## config.mk

```make
export PLATFORM = sky130hd
export DESIGN_NAME = ncc_lane
export DESIGN_NICKNAME = d
export VERILOG_FILES = /design/src/rtl/ncc_pkg.sv /design/src/rtl/ncc_lane.sv
export SDC_FILE = /design/constraint.sdc
export NUM_CORES = 2
export LEC_CHECK = 0
export ABC_AREA = 1
export ABC_CLOCK_PERIOD_IN_PS = 6600
export BUFFER_PORTS_ARGS = -buffer_cell sky130_fd_sc_hd__buf_4
export CAP_MARGIN = 15
export CELL_PAD_IN_SITES_DETAIL_PLACEMENT = 0
export CELL_PAD_IN_SITES_GLOBAL_PLACEMENT = 1
export CORE_MARGIN = 2
export CORE_UTILIZATION = 28
export CTS_BUF_LIST = sky130_fd_sc_hd__clkbuf_16
export CTS_CLUSTER_DIAMETER = 30
export DETAILED_ROUTE_END_ITERATION = 8
export GPL_TIMING_DRIVEN = 0
export PLACE_DENSITY_LB_ADDON = 0.1
export SYNTH_ARGS = -nofsm -noshare
export SYNTH_HDL_FRONTEND = slang
export SYNTH_SLANG_ARGS = --single-unit
```

## constraint.sdc

```tcl
create_clock -name clk -period 6.6 [get_ports clk]
set_input_delay 0.66 -clock clk [delete_from_list [all_inputs] [get_ports clk]]
set_output_delay 0.66 -clock clk [all_outputs]
set_load 0.01 [all_outputs]
```

## src/rtl/ncc_pkg.sv

```systemverilog
// Package for the nearest-centroid classifier: request and result types,
// centroid row type, pipeline tag and fixed widths. No dependencies.
package ncc_pkg;

	// Fixed field and datapath widths
	localparam int LANES     = 8;
	localparam int VAL_W     = 24;
	localparam int DIFF_W    = VAL_W + 1;
	localparam int SQ_W      = 2 * VAL_W;
	localparam int PAIR_W    = SQ_W + 1;
	localparam int SUM_W     = SQ_W + 3;
	localparam int ACC_W     = 62;
	localparam int CFG_W     = 62;
	localparam int CFG_IDX_W = 2;

	localparam logic [ACC_W-1:0] ACC_MAX = {ACC_W{1'b1}};

	// Configuration register indexes
	localparam logic [CFG_IDX_W-1:0] REG_CLUSTER_COUNT  = 2'd0;
	localparam logic [CFG_IDX_W-1:0] REG_GROUP_COUNT    = 2'd1;
	localparam logic [CFG_IDX_W-1:0] REG_MARK_THRESHOLD = 2'd2;

	// Register reset values
	localparam logic [3:0]       CLUSTER_COUNT_RST  = 4'd8;
	localparam logic [5:0]       GROUP_COUNT_RST    = 6'd32;
	localparam logic [CFG_W-1:0] MARK_THRESHOLD_RST = 62'd490000000000;

	// Request operation codes
	localparam logic OP_LOAD   = 1'b0;
	localparam logic OP_SAMPLE = 1'b1;

	typedef logic signed [VAL_W-1:0] val_t;
	typedef val_t [LANES-1:0] row_t;

	typedef struct packed {
		logic       operation;
		logic [2:0] cluster;
		logic [4:0] group;
		val_t       value_0;
		val_t       value_1;
		val_t       value_2;
		val_t       value_3;
		val_t       value_4;
		val_t       value_5;
		val_t       value_6;
		val_t       value_7;
	} sample_t;

	typedef struct packed {
		logic [2:0]       nearest_cluster;
		logic [ACC_W-1:0] squared_distance;
		logic             within_threshold;
	} result_t;

	// Travels with each centroid pass through the pipeline
	typedef struct packed {
		logic vld;
		logic first;
		logic last;
	} tag_t;

endpackage

```

## src/rtl/ncc_lane.sv

```systemverilog
// One lane: difference of a sample component and a centroid component,
// then its square. Uses ncc_pkg for widths.
module ncc_lane
	import ncc_pkg::*;
(
	input  logic            clk,
	input  val_t            sample_val,
	input  val_t            centroid_val,
	output logic [SQ_W-1:0] sq_s3
);

	logic signed [DIFF_W-1:0]   diff_s2;
	logic signed [2*DIFF_W-1:0] prod;

	// Stage 2: signed difference
	always_ff @(posedge clk) begin
		diff_s2 <= DIFF_W'(sample_val) - DIFF_W'(centroid_val);
	end

	// Stage 3: square; |diff| < 2^24 so the low bits hold it exactly
	assign prod = diff_s2 * diff_s2;

	always_ff @(posedge clk) begin
		sq_s3 <= prod[SQ_W-1:0];
	end

endmodule

```

# == Word level (Yosys, flattened, before mapping) ==
# Index checks and enable logic that the tools add are counted.
# totals
ff_bits,73
in_bits,49
word_cells,4
# classes
add_sub_neg,1
multipliers,1
# ops
cell,n
multiplier 25 x 25 -> 48 bit,1
subtractor 24 x 24 -> 25 bit,1

# == Depth between registers and ports, before layout ==
# depth
depth_word,1
ltp_mapped,32

# == Worst setup path before layout ==
# OpenSTA, ideal clock, no wires.
# synth_timing
path_type,flip-flop to flip-flop
start,register diff_s2[1]
end,register sq_s3[47]
arrival_ps,6258
required_time_ps,6487
slack_ps,229
stages_incl_launch_ff,25
path_buffers,2
period_less_slack_ps,6371
path_cell_list,dfxtp_1 clkbuf_1 clkbuf_1 nand2_1 inv_1 fa_1 fa_1 fa_1 inv_1 fa_1 fa_1 fa_1 fa_1 inv_1 ha_1 nand2_1 nor3_1 and2_1 nand2_1 nor2_1 nand2_1 inv_1 nor2_1 nand3_1 nand2_1
# synth_via
elab_chain_len,1
# synth_rtl
item,line,source
"start, declared",ncc_lane.sv:12,logic signed [DIFF_W-1:0] diff_s2;
"start signal, assigned",ncc_lane.sv:17,diff_s2 <= DIFF_W'(sample_val) - DIFF_W'(centroid_val);
multiplier 25 x 25 -> 48 bit,ncc_lane.sv:21,assign prod = diff_s2 * diff_s2;
net prod[47],ncc_lane.sv:13,logic signed [2*DIFF_W-1:0] prod;
"end signal, assigned",ncc_lane.sv:24,sq_s3 <= prod[SQ_W-1:0];
"end, declared",ncc_lane.sv:9,output logic [SQ_W-1:0] sq_s3
# The timed path passes the listed nets, and every way through them passes these cells.

# == Worst setup path in the final report ==
# layout_timing
start,register diff_s2[24]
end,register sq_s3[43]
# The elaborated chain is that of the path after synthesis.

==> flow_summary.yaml <==
clock_network:
  cts_buffers: 9
  clock-sinks: 72
  clock_latency_ns: 0.41
  cts_max_level: 3
  root_buffer: "clkbuf_16"
  tritoncts: "built"
  clk_pin_slew_worst_paths_ns: 0.09
  clockBufferDepth: 2
synthesis:
  ys_seq_elements: 72
  syn_avg_cell_area_sq_um: 8.155
  synth_fp_nets: 3796
  yosysUniqueCellTypes: 40
  ys_warn_count: 0
  seq_area_frac_synth: 0.05929
  netlist_area_sq_um: 24310
  synthCells: 2981
grt:
  grt_antenna_before_repair: 1
  grt_pass1_vias: 21200
  grt_max_degree: 15
  grt_pass1_wl_microns: 133200
  grt_overflow: 0
  track_usage: 0.2039
timing:
  hold_violations: 0
  finalCriticalPeriod_ns: 6.481
  finalSetupViolations: 0
  period_share: 0.9820
  slew_violations: 0
  holdWs_ns: 0.4945
  fmax_mhz: 154.3
  clock_skew_ns: 0.02629
  rsz0062_at_grt: "yes"
  worstMarginPinSlew_ns: 0.5115
  fin_tns_setup_ns: 0
  slew_headroom: 0.6554
critical_path:
  crit_required_ns: 6.88
  worstPathMaxFanout: 10
  cpPeakStageDelay_ns: 0.74
  critPathSlowestCell: "fa_2"
  path_common_cell: "fa_1"
  crit_path_end_kind: "flop"
  crit_type: "reg2reg"
  cp-start-kind: "flop"
  rr_worst_depth: 21
  crit_chain: "buf_8, nand2_1, inv_1, fa_2, fa_2, clkinvlp_4, buf_4, fa_1, inv_1, fa_1, fa_1, fa_1, fa_1, ha_4, nand2_1, nor2_1, nand2_1, nor4_4, nand3_2, nand4_1, nand2_1"
  cp.arrival_ns: 6.76
die:
  die_area_sq_um: 89190
  boundaryPins: 97
  num_rows: 108
  die_w_microns: 298.7
  start_util: 0.2815
  die_h_microns: 298.7
  coreArea_sq_um: 86350
placed_design:
  gp_congestion: 0.8955
  portBuffers: 95
  dp_hpwl_microns: 74090
finish:
  final_cell_mix: "927 x inv_1, 626 x nand2_1, 568 x fa_1"
  final_common_cell: "inv_1"
  drive_gt1_frac: 0.1377
  layout.nets: 3947
  syn_to_final_growth_pct: 18.79
  fill_cells: 9239
run:
  maxCapViolCount: 0
run_status:
  outcome: "complete, no violations"
routing:
  drc: 0
  vias_per_cell: 4.377
  routedWlPerCell_microns: 20.30
  drtIter0Drc: 1119
  first_pass_iters: 5
  routed-via-count: 18790
  postRouteAntennaNets: 0
  routed_wl_microns: 87170
min_path:
  hold_class: "in2reg"
  hold_depth: 3
## kinds of logic (layout without fill, tap and decap cells)
kind of cell    count (synthesis)  count (layout)  share of synthesized area
fa+ha+maj                     766             766                     0.5765
compound gates                153             153                    0.03572
simple gates                  909             909                     0.1491
flops                          72              72                    0.05929
other cells                     1               2                  0.0001543
buf+inv                      1020            1176                     0.1577
xor+xnor                       60              60                    0.02162
## final cells by class
| cell class | instances | area (sq um) | share of cell area |
|---|---|---|---|
| flip-flops and latches | 72 | 1518 | 0.05256 |
| inverters | 945 | 3558 | 0.1232 |
| well taps | 1155 | 1445 | 0.05005 |
| clock buffers | 9 | 225.2 | 0.007799 |
| plain buffers | 66 | 1070 | 0.03705 |
| clock inverters | 7 | 102.6 | 0.003553 |
| multi-input cells | 1889 | 19770 | 0.6846 |
| repair buffers | 149 | 1185 | 0.04103 |
| diodes | 1 | 2.502 | 0.00008666 |
## critical path, delay by kind of cell (launching register included)
kind | cells | cell delay (ns)
AND/OR/NAND/NOR | 8 | 1.16
flip-flops | 1 | 0.44
adder cells (fa/ha/maj) | 8 | 3.99
buffers and inverters | 5 | 0.72
## cells in the mapped netlist, drive strengths merged
library cell / n / area (sq um)
a31oi: 2 / 12.51
nor4: 1 / 12.51
dfxtp: 72 / 1441
clkbuf: 70 / 262.8
o21bai: 12 / 90.09
conb: 1 / 3.750
xnor2: 15 / 131.4
o21ai: 40 / 204.0
and3: 1 / 6.260
a21o: 6 / 45.04
nand2: 659 / 2481
and2: 1 / 6.260
fa: 590 / 11810
xor2: 45 / 394.1
clkinv: 1 / 3.750
inv: 944 / 3543
or2: 3 / 18.77
a211oi: 1 / 7.510
o211ai: 4 / 40.03
a21oi: 85 / 432.9
nor2: 133 / 509.2
ha: 176 / 2202
nor3: 17 / 90.09
o31ai: 2 / 28.78
a21boi: 1 / 7.510
nand3: 79 / 405.4
nand4: 15 / 93.84
buf: 5 / 23.77
## path summary, 6_finish.rpt
| path | start | endpoint | slack (ns) |
|---|---|---|---|
| hold / removal | centroid_val[0] | diff_s2[0] | 0.49 |
| setup reg to reg | diff_s2[24] | sq_s3[43] | 0.12 |
| setup / recovery | diff_s2[24] | sq_s3[43] | 0.12 |
| hold reg to reg | diff_s2[0] | sq_s3[0] | 0.49 |
## flip-flops by register name, indices dropped and copies added (netlist names)
signal   count
sq_s3       47
diff_s2     25
## per-layer routing
metal,up-vias,track usage,share of wire
li1,8743,-,-
met1,9610,0.2699,0.45
met2,376,0.3555,0.49
met3,61,0.02239,0.041
met4,0,0.04977,0.023
met5,-,0,0
## stage by stage
stage	std cells	util	cell area [sq um]	setup WS, ns
after detailed placement	4231	0.3065	26470	-1.794
after global routing	4292	0.3344	28870	-0.06170
final	4293	0.3344	28880	0.1188
after CTS	4247	0.3214	27750	0.001372
after floorplan	2981	-	24310	0.2293
after global placement	4231	0.3065	26470	-1.825
## repair_timing
item	4_1_cts	5_1_grt
endpoints found under the hold margin	0	0
cloned	0	2
hold buffers	0	0
endpoints found under the setup margin	36	30
resized for setup	278	219
pin swaps	6	34
buffers inserted	9	43
Power is not shown: default switching activity piles up to over one toggle a cycle in this logic, so the estimate is an artifact.
