**src/rtl/ncc_pkg.sv**
```systemverilog
// Package for the nearest-centroid classifier: request and result types,
// centroid row type, pipeline tag and fixed widths. No dependencies.
package ncc_pkg;

	// Fixed field and datapath widths
	localparam int LANES     = 8;
	localparam int VAL_W     = 24;
	localparam int DIFF_W    = VAL_W + 1;
	localparam int SQ_W      = 2 * VAL_W;
	localparam int PAIR_W    = SQ_W + 1;
	localparam int SUM_W     = SQ_W + 3;
	localparam int ACC_W     = 62;
	localparam int CFG_W     = 62;
	localparam int CFG_IDX_W = 2;

	localparam logic [ACC_W-1:0] ACC_MAX = {ACC_W{1'b1}};

	// Configuration register indexes
	localparam logic [CFG_IDX_W-1:0] REG_CLUSTER_COUNT  = 2'd0;
	localparam logic [CFG_IDX_W-1:0] REG_GROUP_COUNT    = 2'd1;
	localparam logic [CFG_IDX_W-1:0] REG_MARK_THRESHOLD = 2'd2;

	// Register reset values
	localparam logic [3:0]       CLUSTER_COUNT_RST  = 4'd8;
	localparam logic [5:0]       GROUP_COUNT_RST    = 6'd32;
	localparam logic [CFG_W-1:0] MARK_THRESHOLD_RST = 62'd490000000000;

	// Request operation codes
	localparam logic OP_LOAD   = 1'b0;
	localparam logic OP_SAMPLE = 1'b1;

	typedef logic signed [VAL_W-1:0] val_t;
	typedef val_t [LANES-1:0] row_t;

	typedef struct packed {
		logic       operation;
		logic [2:0] cluster;
		logic [4:0] group;
		val_t       value_0;
		val_t       value_1;
		val_t       value_2;
		val_t       value_3;
		val_t       value_4;
		val_t       value_5;
		val_t       value_6;
		val_t       value_7;
	} sample_t;

	typedef struct packed {
		logic [2:0]       nearest_cluster;
		logic [ACC_W-1:0] squared_distance;
		logic             within_threshold;
	} result_t;

	// Travels with each centroid pass through the pipeline
	typedef struct packed {
		logic vld;
		logic first;
		logic last;
	} tag_t;

endpackage

```
**src/rtl/ncc_accum.sv**
```systemverilog
// Per-cluster saturating distance accumulators and the running minimum.
// Uses ncc_pkg for widths and the pipeline tag.
module ncc_accum
	import ncc_pkg::*;
#(
	parameter int CLUSTERS = 8,
	parameter int IDX_W    = 3
) (
	input  logic             clk,
	input  logic             arst_n,
	input  logic             clr,
	input  tag_t             tag_s5,
	input  logic [IDX_W-1:0] idx_s5,
	input  logic [SUM_W-1:0] sum_s5,
	output logic             fin_s7,
	output logic [ACC_W-1:0] best_dist_q,
	output logic [IDX_W-1:0] best_idx_q
);

	logic [ACC_W-1:0] acc_q [CLUSTERS];
	logic [ACC_W:0]   acc_sum;
	logic [ACC_W-1:0] acc_new;
	logic [ACC_W-1:0] new_s6;
	logic [IDX_W-1:0] idx_s6;
	tag_t             tag_s6;

	// Saturating add of this group's sum
	assign acc_sum = {1'b0, acc_q[idx_s5]} + (ACC_W+1)'(sum_s5);
	assign acc_new = acc_sum[ACC_W] ? ACC_MAX : acc_sum[ACC_W-1:0];

	// Stage 6: accumulator update; group zero clears them all first
	always_ff @(posedge clk or negedge arst_n) begin
		if (!arst_n) begin
			for (int c = 0; c < CLUSTERS; c++) begin
				acc_q[c] <= '0;
			end
			tag_s6 <= '0;
		end else begin
			if (clr) begin
				for (int c = 0; c < CLUSTERS; c++) begin
					acc_q[c] <= '0;
				end
			end else if (tag_s5.vld) begin
				acc_q[idx_s5] <= acc_new;
			end
			tag_s6 <= tag_s5;
		end
	end

	always_ff @(posedge clk) begin
		new_s6 <= acc_new;
		idx_s6 <= idx_s5;
	end

	// Stage 7: running minimum; clusters arrive in ascending order so a
	// strict compare keeps the lower index on ties
	always_ff @(posedge clk or negedge arst_n) begin
		if (!arst_n) begin
			fin_s7 <= 1'b0;
		end else begin
			fin_s7 <= tag_s6.vld && tag_s6.last;
		end
	end

	always_ff @(posedge clk) begin
		if (tag_s6.vld && (tag_s6.first || (new_s6 < best_dist_q))) begin
			best_dist_q <= new_s6;
			best_idx_q  <= idx_s6;
		end
	end

endmodule

```
**config.mk**
```make
export PLATFORM = sky130hd
export DESIGN_NAME = ncc_accum
export DESIGN_NICKNAME = d
export VERILOG_FILES = /design/src/rtl/ncc_pkg.sv /design/src/rtl/ncc_accum.sv
export SDC_FILE = /design/constraint.sdc
export NUM_CORES = 1
export LEC_CHECK = 0
export ABC_AREA = 1
export BUFFER_PORTS_ARGS = -buffer_cell sky130_fd_sc_hd__buf_2
export CORE_MARGIN = 2
export CORE_UTILIZATION = 50
export DETAILED_ROUTE_END_ITERATION = 10
export PLACE_DENSITY = 0.68
export SLEW_MARGIN = 40
export SYNTH_ARGS = -nofsm -noshare
export SYNTH_HDL_FRONTEND = slang
export SYNTH_SLANG_ARGS = --single-unit
```
**constraint.sdc**
```tcl
create_clock -name clk -period 15 [get_ports clk]
set_clock_uncertainty 0.05 [all_clocks]
set_input_delay 0.75 -clock clk [delete_from_list [all_inputs] [get_ports clk]]
set_output_delay 0.75 -clock clk [all_outputs]
set_load 0.005 [all_outputs]
```
# Yosys cells after proc, flatten, opt, wreduce, memory -nomap -nowiden
# Cells that the tools add are included.
[classes]
n_addsub = 1
order_cmp = 3
mux = 9
n_bitwise = 1
reduce_logical = 5
[op_table]
columns = ["op", "count"]
rows = [
  ["496-bit 2-to-1 mux", 2],
  ["496-bit bitwise mux", 1],
  ["62-bit 2-to-1 mux", 4],
  ["62-bit binary-select mux with 3-bit select", 1],
  ["62-bit demux with 3-bit select", 1],
  ["62-bit by 51-bit adder with 63-bit output", 1],
  ["62-bit less-than comparator", 1],
  ["4-bit >= comparator (second input constant)", 1],
  ["4-bit by 1-bit less-than comparator with 1-bit output (second input constant)", 1],
  ["3-bit inverter with 4-bit output", 1],
  ["1-bit logical AND", 3],
  ["2-bit nonzero test", 1],
  ["1-bit logical OR", 1],
]
[totals]
regBits = 630
output_inout_bits = 66
wordCells = 35

# Longest topological paths before layout
# Gate-level depths: netlist of the first run.
[depth]
ltp_word = 9
depth_mapped = 27

# Worst setup path before layout of the first run
# OpenSTA, ideal clock, no wires.
[synth_path]
path_type = "flip-flop to flip-flop"
start = "register best_dist_q[1]"
end = "register best_dist_q[0], enable pin"
setup_ps = 587
arrival_ps = 6028
setup_slack_ps = 8335
path_stages_with_launch = 12
path_cell_list = "edfxtp_1 inv_1 ha_1 a21boi_0 o21ai_0 o211ai_1 nand2_1 a31o_2 nand2_1 nand2_1 nand2_1 a21boi_0"
[synth_via]
elab_chain_cells = 3
[synth_lines]
columns = ["element", "line", "rtl"]
rows = [
  ["from (decl)", "ncc_accum.sv:16", "output logic [ACC_W-1:0] best_dist_q,"],
  ["from (signal assigned)", "ncc_accum.sv:67", "best_dist_q <= new_s6;"],
  ["62-bit less-than comparator", "ncc_accum.sv:66", "if (tag_s6.vld && (tag_s6.first || (new_s6 < best_dist_q))) begin"],
  ["1-bit logical OR", "ncc_accum.sv:66", ""],
  ["1-bit logical AND", "ncc_accum.sv:66", ""],
]
# No other way between the ends.
# A chain may end at the register's enable or synchronous reset.

# Worst setup path in the final report of the first run
[layout_path]
start = "input port idx_s5[0]"
end = "register acc_q[287] (netlist bit)"
[layout_via]
elab_chain_cells = 9
word_cells_on_any_way = 14
[layout_lines]
columns = ["element", "line", "rtl"]
rows = [
  ["from (decl)", "ncc_accum.sv:13", "input logic [IDX_W-1:0] idx_s5,"],
  ["3-bit inverter with 4-bit output (implied by the code)", "ncc_accum.sv:28", "assign acc_sum = {1'b0, acc_q[idx_s5]} + (ACC_W+1)'(sum_s5);"],
  ["62-bit binary-select mux with 3-bit select", "ncc_accum.sv:28", ""],
  ["62-bit 2-to-1 mux (implied by the code) (2 in series)", "ncc_accum.sv:28", ""],
  ["62-bit by 51-bit adder with 63-bit output", "ncc_accum.sv:28", ""],
  ["62-bit 2-to-1 mux", "ncc_accum.sv:29", "assign acc_new = acc_sum[ACC_W] ? ACC_MAX : acc_sum[ACC_W-1:0];"],
  ["via acc_new[39]", "ncc_accum.sv:22", "logic [ACC_W-1:0] acc_new;"],
  ["496-bit bitwise mux", "ncc_accum.sv:44", "acc_q[idx_s5] <= acc_new;"],
  ["496-bit 2-to-1 mux", "ncc_accum.sv:43", "end else if (tag_s5.vld) begin"],
  ["496-bit 2-to-1 mux", "ncc_accum.sv:39", "if (clr) begin"],
  ["to (signal, indexed assignment)", "ncc_accum.sv:44", ""],
  ["to (decl)", "ncc_accum.sv:20", "logic [ACC_W-1:0] acc_q [CLUSTERS];"],
]
# The timed path passes the listed nets, and every way through them passes these cells. The select of a mux whose other input is x is not followed.

==> results of run 1 <==
==> power groups by stage <==
stage / Sequential [W] / Combinational [W] / Clock (W)
6_report: 0.00182 / 0.000440 / 0.00166
3_5_place_dp: 0.00185 / 0.000429 / 0
5_1_grt: 0.00183 / 0.000478 / 0.00174
4_1_cts: 0.00182 / 0.000432 / 0.00167
3_3_place_gp: 0.00185 / 0.000424 / 0
2_1_floorplan: 0.00184 / 0.000240 / 0
==> stage by stage <==
step / cells / power (W) / hold slack [ns]
CTS: 4980 / 0.003922 / 0.1832
detailed placement: 4861 / 0.002280 / 0.3397
floorplan: 4005 / 0.002084 / 0.3355
global placement: 4857 / 0.002274 / 0.3371
finish: 4982 / 0.003924 / 0.1972
global route: 4982 / 0.004039 / 0.1972
==> how the worst max path moves through the flow <==
stage / end / cells after the start / startpoint / slack [ns]
global placement: acc_q[101]$_DFFE_PN0P_ / 24 / idx_s5[1] / 7.51
detailed placement: acc_q[287]$_DFFE_PN0P_ / 24 / idx_s5[1] / 7.74
floorplan: best_dist_q[0]$_DFFE_PP_ / 11 / best_dist_q[1]$_DFFE_PP_ / 8.33
global route: acc_q[287]$_DFFE_PN0P_ / 27 / idx_s5[0] / 8.05
CTS: acc_q[287]$_DFFE_PN0P_ / 24 / idx_s5[1] / 8.35
finish: acc_q[287]$_DFFE_PN0P_ / 25 / idx_s5[0] / 8.33
==> flip-flops by register name, summed over array words and instances, names as in the netlist <==
register	count
fin_s7	1
acc_q	496
new_s6	62
best_dist_q	62
tag_s6	3
best_idx_q	3
idx_s6	3
==> per-layer routing <==
| layer | global-route usage (%) | up-vias |
|---|---|---|
| li1 | - | 12970 |
| met1 | 44.45 | 13520 |
| met2 | 50.57 | 1436 |
| met3 | 7.655 | 259 |
| met4 | 11.39 | 2 |
| met5 | 0 | - |
==> logic make-up after synthesis <==
logic type,count (synthesis)
adder cells (fa/ha/maj),113
AND/OR/NAND/NOR,2174
XOR/XNOR,35
buffers and inverters,534
AO/OA/AOI/OAI,519
flip-flops,630
==> cell type report <==
type	instances	area [µm²]
Clock buffer	99	2019
Clock inverter	19	163.9
Fill cell	5754	27480
Inverter	375	1414
Multi-Input combinational cell	2841	13850
Sequential cell	630	15770
Tap cell	846	1059
Timing Repair Buffer	172	1105
==> placed cells by master (no fill, tap or decap), types with 29 or more instances in the layout <==
master	Yosys	final
buf_2	13	124
nand2_4	34	34
buf_4	4	34
o22ai_1	55	55
dfxtp_1	65	65
a22oi_1	45	45
o21ai_0	177	177
nand4_1	29	29
nand2_1	1823	1822
edfxtp_1	65	65
a221oi_1	48	48
nand3_1	68	67
nor2_1	168	160
ha_1	112	112
inv_1	365	359
clkbuf_16	0	69
dfrtp_1	500	500
a21oi_1	108	108
==> worst max-delay path: stages <==
cell       delay, ns
buf_2           0.08
buf_4           0.44
inv_4           0.34
nand3_2         0.15
buf_4           0.51
inv_1           0.51
buf_4           0.36
a221oi_1        0.38
o2111ai_1       0.21
ha_1            0.39
nand2_1         0.09
nand2_1         0.07
a21oi_1         0.19
o21bai_1        0.11
inv_1           0.06
nand2_1         0.11
nand2_1         0.09
nand3_1         0.20
nand2_1         0.15
nand2_1         0.11
nand2_4         0.50
buf_6           0.60
nand2_2         0.33
nand2_1         0.12
o21ai_0         0.09
==> run_results.csv, run 1 <==
group,metric,value,unit
route,top_layer,"met5",
synthesis,synth_area_leaders,"dfrtp_1 (40%), nand2_1 (22%), edfxtp_1 (6.2%)",
route,via_per_inst,5.658,
floorplan,die_w,255.5,µm
power,irDropWorstVdd,0.00007964,V
clocking,clock-sinks,630,
global_routing,grt_usage,32.43,%
synthesis,synth_top_family_by_area,"simple AND/OR/NAND/NOR gates",
global_routing,antenna_found_initial,3,
setup_path,arrival,7.07,ns
synthesis,synth_xor_area_share,0.9691,%
clocking,clkTransAtPathRegs,0.06,ns
hold_path,whs_path_depth,1,
clocking,postCtsSetupBuffers,0,
place,gp_congestion,0.9761,
floorplan,core,62850,µm²
synthesis,synthMuxAreaShare,0,%
power,swShare,27.22,%
route,dr_wl_met3,11340,µm
place,place_area,33130,µm²
hold_path,hold_class,"in -> reg",
route,drt-total-wl,106500,µm
synthesis,postSynthAreaPerCell,7.898,µm²
synthesis,yosysUniqueCellTypes,56,
synthesis,synth_area,31630,µm²
hold_path,min_to,"tag_s6[0]$_DFF_PN0_",
power,switchingPower,0.001068,W
timing,fin_crit_sh,44.46,%
clocking,cts_tree,"done",
setup_path,required,15.40,ns
timing,finalWorstSetupSlack,8.332,ns
layout,final_cell_area,35380,µm²
setup_path,worst-path-max-fanout,45,
power,p_int,0.002856,W
clocking,ctsHoldBuffers,1,
power,p_seq_share,46.4,%
synthesis,synth-seq-cells,630,
setup_path,ff2ff_setup_slack,9.97,ns
power,power_density,110.9,nW/µm²
setup_path,worst_setup_path_start_kind,"input pin",
route,drcViolationCount,0,
synthesis,synth_fa_ha_area_share,4.493,%
synthesis,synthFlopType,"dfrtp_1",
flow_run,cap_violations,0,
layout,antenna_cells,0,
global_routing,overflow,0,
synthesis,yosys.area.top_type,"dfrtp_1",
synthesis,synth_nets,4178,
timing,finalMaxSlewViolations,0,
setup_path,crit_type,"in -> reg",
synthesis,synth-compound-area-share,10.12,%
timing,hold_violations,0,
timing,setup_violations,0,
global_routing,grt_pass1_wl,161700,µm
clocking,cts_max_path_buffers,3,
route,ant_nets,0,
floorplan,dieHeight,255.5,µm
synthesis,yosys.area_share.simple,27.91,%
timing,fin_setup_tns,0,ns
global_routing,grt_pass1_vias,27420,
floorplan,initial_utilization,50.33,%
clocking,cts_root_buf,"clkbuf_16",
floorplan,pin_count,126,
timing,max_slew_margin,43.37,%
global_routing,grt_max_degree,96,
hold_path,hp-start,"tag_s5[0]",
timing,rsz0062_at_grt,"no",
timing,worst_pin_slew,0.8475,ns
synthesis,synth_top_area_share,39.55,%
route,wl_met1,44050,µm
route,vias,28190,
synthesis,ys_async_sr_fraction,79.37,%
layout,post-route-util,56.28,%
place,portBuffers,125,
layout,drive_gt1_share,8.994,%
setup_path,r2r-start,"acc_q[257]$_DFFE_PN0P_",
status,outcome,"complete, no violations",
setup_path,worst-r2r-cell-count,20,
route,drtIter0Drc,3237,
clocking,cts_max_level,3,
synthesis,synth.top_cells.by_count,"nand2_1 (1823), dfrtp_1 (500), inv_1 (365)",
layout,fin_nets,4259,
route,drtPass1Iterations,5,
synthesis,syn_inst,4005,
setup_path,worstSetupEndpointType,"register",
place,dp_hpwl,69640,µm
synthesis,synth.most_common_cell,"nand2_1",
power,pwr-share-comb,11.2,%
synthesis,ys_seq_area_share,49.84,%
place,place_ws,7.742,ns
timing,max_freq,150.0,MHz
layout,synthToLayoutAreaGrowth,11.83,%
floorplan,dieArea,65290,µm²
route,dr_wl_met2,47370,µm
clocking,cts_buffers,66,
synthesis,synth_edf_count,65,
clocking,post_cts_resized,0,
power,pwr-share-clk,42.4,%
floorplan,num_rows,92,
clocking,clkLatencyLatePin,0.62,ns
timing,final.min_clock_period,6.668,ns
route,post_drt_wl_per_cell,21.37,µm
power,p_leak,18.12,nW
synthesis,yosysWarnings,0,
setup_path,r2r_end,"acc_q[287]$_DFFE_PN0P_",
No activity file was read; power rests on OpenSTA's default activity.
==> run 2, diff against run 1 <==
clock period = 6.5 ns   (was 15 ns; I/O delays follow)
==> run_results.csv, run 2 (synthesis gave the netlist of run 1 again) <==
group,metric,value,unit
power,p_leak,18.47,nW
place,dp_hpwl,74700,µm
place,place_ws,1.216,ns
place,gp_congestion,1.053,
global_routing,grt_usage,34.15,%
place,portBuffers,125,
global_routing,met2_usage,51.88,%
global_routing,grt_pass1_wl,170100,µm
global_routing,overflow,0,
timing,max_slew_margin,42.07,%
timing,worst_hold_slack,0.1129,ns
route,via_per_inst,5.709,
status,outcome,"complete, no violations",
timing,hold_violations,0,
setup_path,worst-path-max-fanout,13,
flow_run,cap_violations,0,
clocking,cts_tree,"done",
power,irDropWorstVdd,0.0001696,V
setup_path,worstSetupEndpointType,"register",
layout,fin_nets,4309,
layout,largest_reg_flops,496,
global_routing,antenna_found_initial,7,
layout,final_common_cell,"nand2_1",
clocking,cts_max_level,3,
setup_path,cpLargestDelayFamily,"simple AND/OR/NAND/NOR gates",
floorplan,num_rows,92,
power,power_density,257.8,nW/µm²
layout,reg_top3,"acc_q (496), best_dist_q (62), new_s6 (62)",
place,dp.cells,4907,
setup_path,cp_common_cell,"nand2_1",
global_routing,grt_use_met1,46.29,%
setup_path,crit_type,"in -> reg",
route,post_drt_wl_per_cell,22.12,µm
route,drtPass1Iterations,8,
clocking,post_cts_resized,0,
layout,fin_cells,5035,
timing,max_freq,198.6,MHz
timing,worst_pin_slew,0.8636,ns
floorplan,dieArea,65290,µm²
clocking,clock-sinks,630,
timing,finalWorstSetupSlack,1.464,ns
timing,finalMaxSlewViolations,0,
hold_path,hold_class,"in -> reg",
setup_path,path_buf_inv,5,
layout,synthToLayoutAreaGrowth,14.01,%
global_routing,grt_busiest_layer,"met2",
place,place_area,33670,µm²
layout,drive_gt1_share,9.864,%
clocking,cts_root_buf,"clkbuf_16",
clocking,cts_max_path_buffers,3,
route,ant_nets,0,
global_routing,grt_max_degree,156,
clocking,clkLatencyLatePin,0.61,ns
setup_path,crit_path_max_incr_delay,0.69,ns
timing,final.min_clock_period,5.036,ns
floorplan,dieHeight,255.5,µm
layout,seqCellArea,15770,µm²
timing,rsz0062_at_grt,"no",
floorplan,core,62850,µm²
clocking,postCtsSetupBuffers,0,
setup_path,worst_setup_path_start_kind,"input pin",
timing,setup_violations,0,
timing,fin_crit_sh,77.48,%
layout,final_cell_mix,"nand2_1 (1823), dfrtp_1 (500), inv_1 (357)",
global_routing,grt_pass1_vias,28310,
layout,multiInputGateArea,13830,µm²
setup_path,required,6.94,ns
clocking,cts_buffers,67,
floorplan,initial_utilization,50.33,%
layout,nFillCells,5725,
route,vias,28750,
clocking,clkTransAtPathRegs,0.06,ns
route,drt-total-wl,111400,µm
setup_path,cp_cell_sequence,"buf_2, inv_2, nand3_1, clkinv_1, buf_4, a22oi_1, o2111ai_1, ha_1, a21oi_1, nor2_1, nor2_1, nand2_1, a21oi_1, nand3_1, nand2_1, nand2_1, nand2_4, buf_4, nand3_2, nand2_1, nand2_1",
setup_path,arrival,5.47,ns
layout,top_register,"acc_q",
route,drtIter0Drc,3668,
floorplan,die_w,255.5,µm
global_routing,met3_usage,9.438,%
timing,fin_setup_tns,0,ns
route,drcViolationCount,0,
setup_path,cp_slowest_cell,"clkinv_1",
floorplan,pin_count,126,
layout,final_cell_area,36070,µm²
run 2: area by class of cell:
| cell class | count | area share (%) |
|---|---|---|
| antenna | 2 | 0.01388 |
| clock buffer | 99 | 5.547 |
| clock inverter | 21 | 0.8049 |
| inverter | 375 | 3.910 |
| multi-input combinational | 2841 | 38.36 |
| sequential | 630 | 43.71 |
| tap | 846 | 2.935 |
| timing repair buffer | 221 | 4.718 |
run 2: worst reg2reg max path, stage by stage, from the launching register on:
cell       delay, ns
dfrtp_1         0.36
inv_1           0.06
o22ai_1         0.10
a221oi_1        0.54
o2111ai_1       0.35
ha_1            0.45
nand3_1         0.14
nand2_1         0.12
inv_1           0.14
o21ai_2         0.10
nand2_1         0.08
nand2_1         0.12
nand2_1         0.10
nand3_1         0.22
nand2_1         0.15
nand2_1         0.11
nand2_4         0.25
buf_4           0.32
nand3_2         0.36
nand2_1         0.16
nand2_1         0.06
run 2: worst paths after layout:
kind | start | endpoint | slack (ns) | depth (start not counted)
hold reg to reg | idx_s6[2]$_DFF_P_ | best_idx_q[2]$_DFFE_PP_ | 0.36 | 0
hold / removal | idx_s5[2] | idx_s6[2]$_DFF_P_ | 0.11 | 2
setup / recovery | idx_s5[1] | acc_q[302]$_DFFE_PN0P_ | 1.46 | 21
setup reg to reg | acc_q[126]$_DFFE_PN0P_ | acc_q[302]$_DFFE_PN0P_ | 2.04 | 20
min in group asynchronous | arst_n | acc_q[128]$_DFFE_PN0P_ | 0.20 | 2
max in group asynchronous | arst_n | tag_s6[0]$_DFF_PN0_ | 4.61 | 5
run 2: per-layer routing:
layer / up-vias / wire length (µm)
met2: 1634 / 48610
met5: - / 38
li1: 13070 / -
met4: 6 / 4626
met3: 317 / 13640
met1: 13720 / 44480
run 2: timing repair:
action,in CTS,in global routing
endpoints found under the setup margin,0,0
hold buffers,4,0
hold endpoints to repair,65,0
run 2: per-stage QoR:
step,util (%),power [W]
6_report,57.38,0.009297
4_1_cts,57.29,0.009285
2_1_floorplan,-,0.004808
3_3_place_gp,53.09,0.005275
3_5_place_dp,53.58,0.005290
5_1_grt,57.38,0.009565
run 2: power by group:
| part | leakage (nW) | internal, W | switching, W |
|---|---|---|---|
| Clock | 1.13 | 0.00241 | 0.00163 |
| Combinational | 9.21 | 0.000278 | 0.000771 |
| Sequential | 8.12 | 0.00412 | 0.0000810 |
| Total | 18.5 | 0.00681 | 0.00248 |
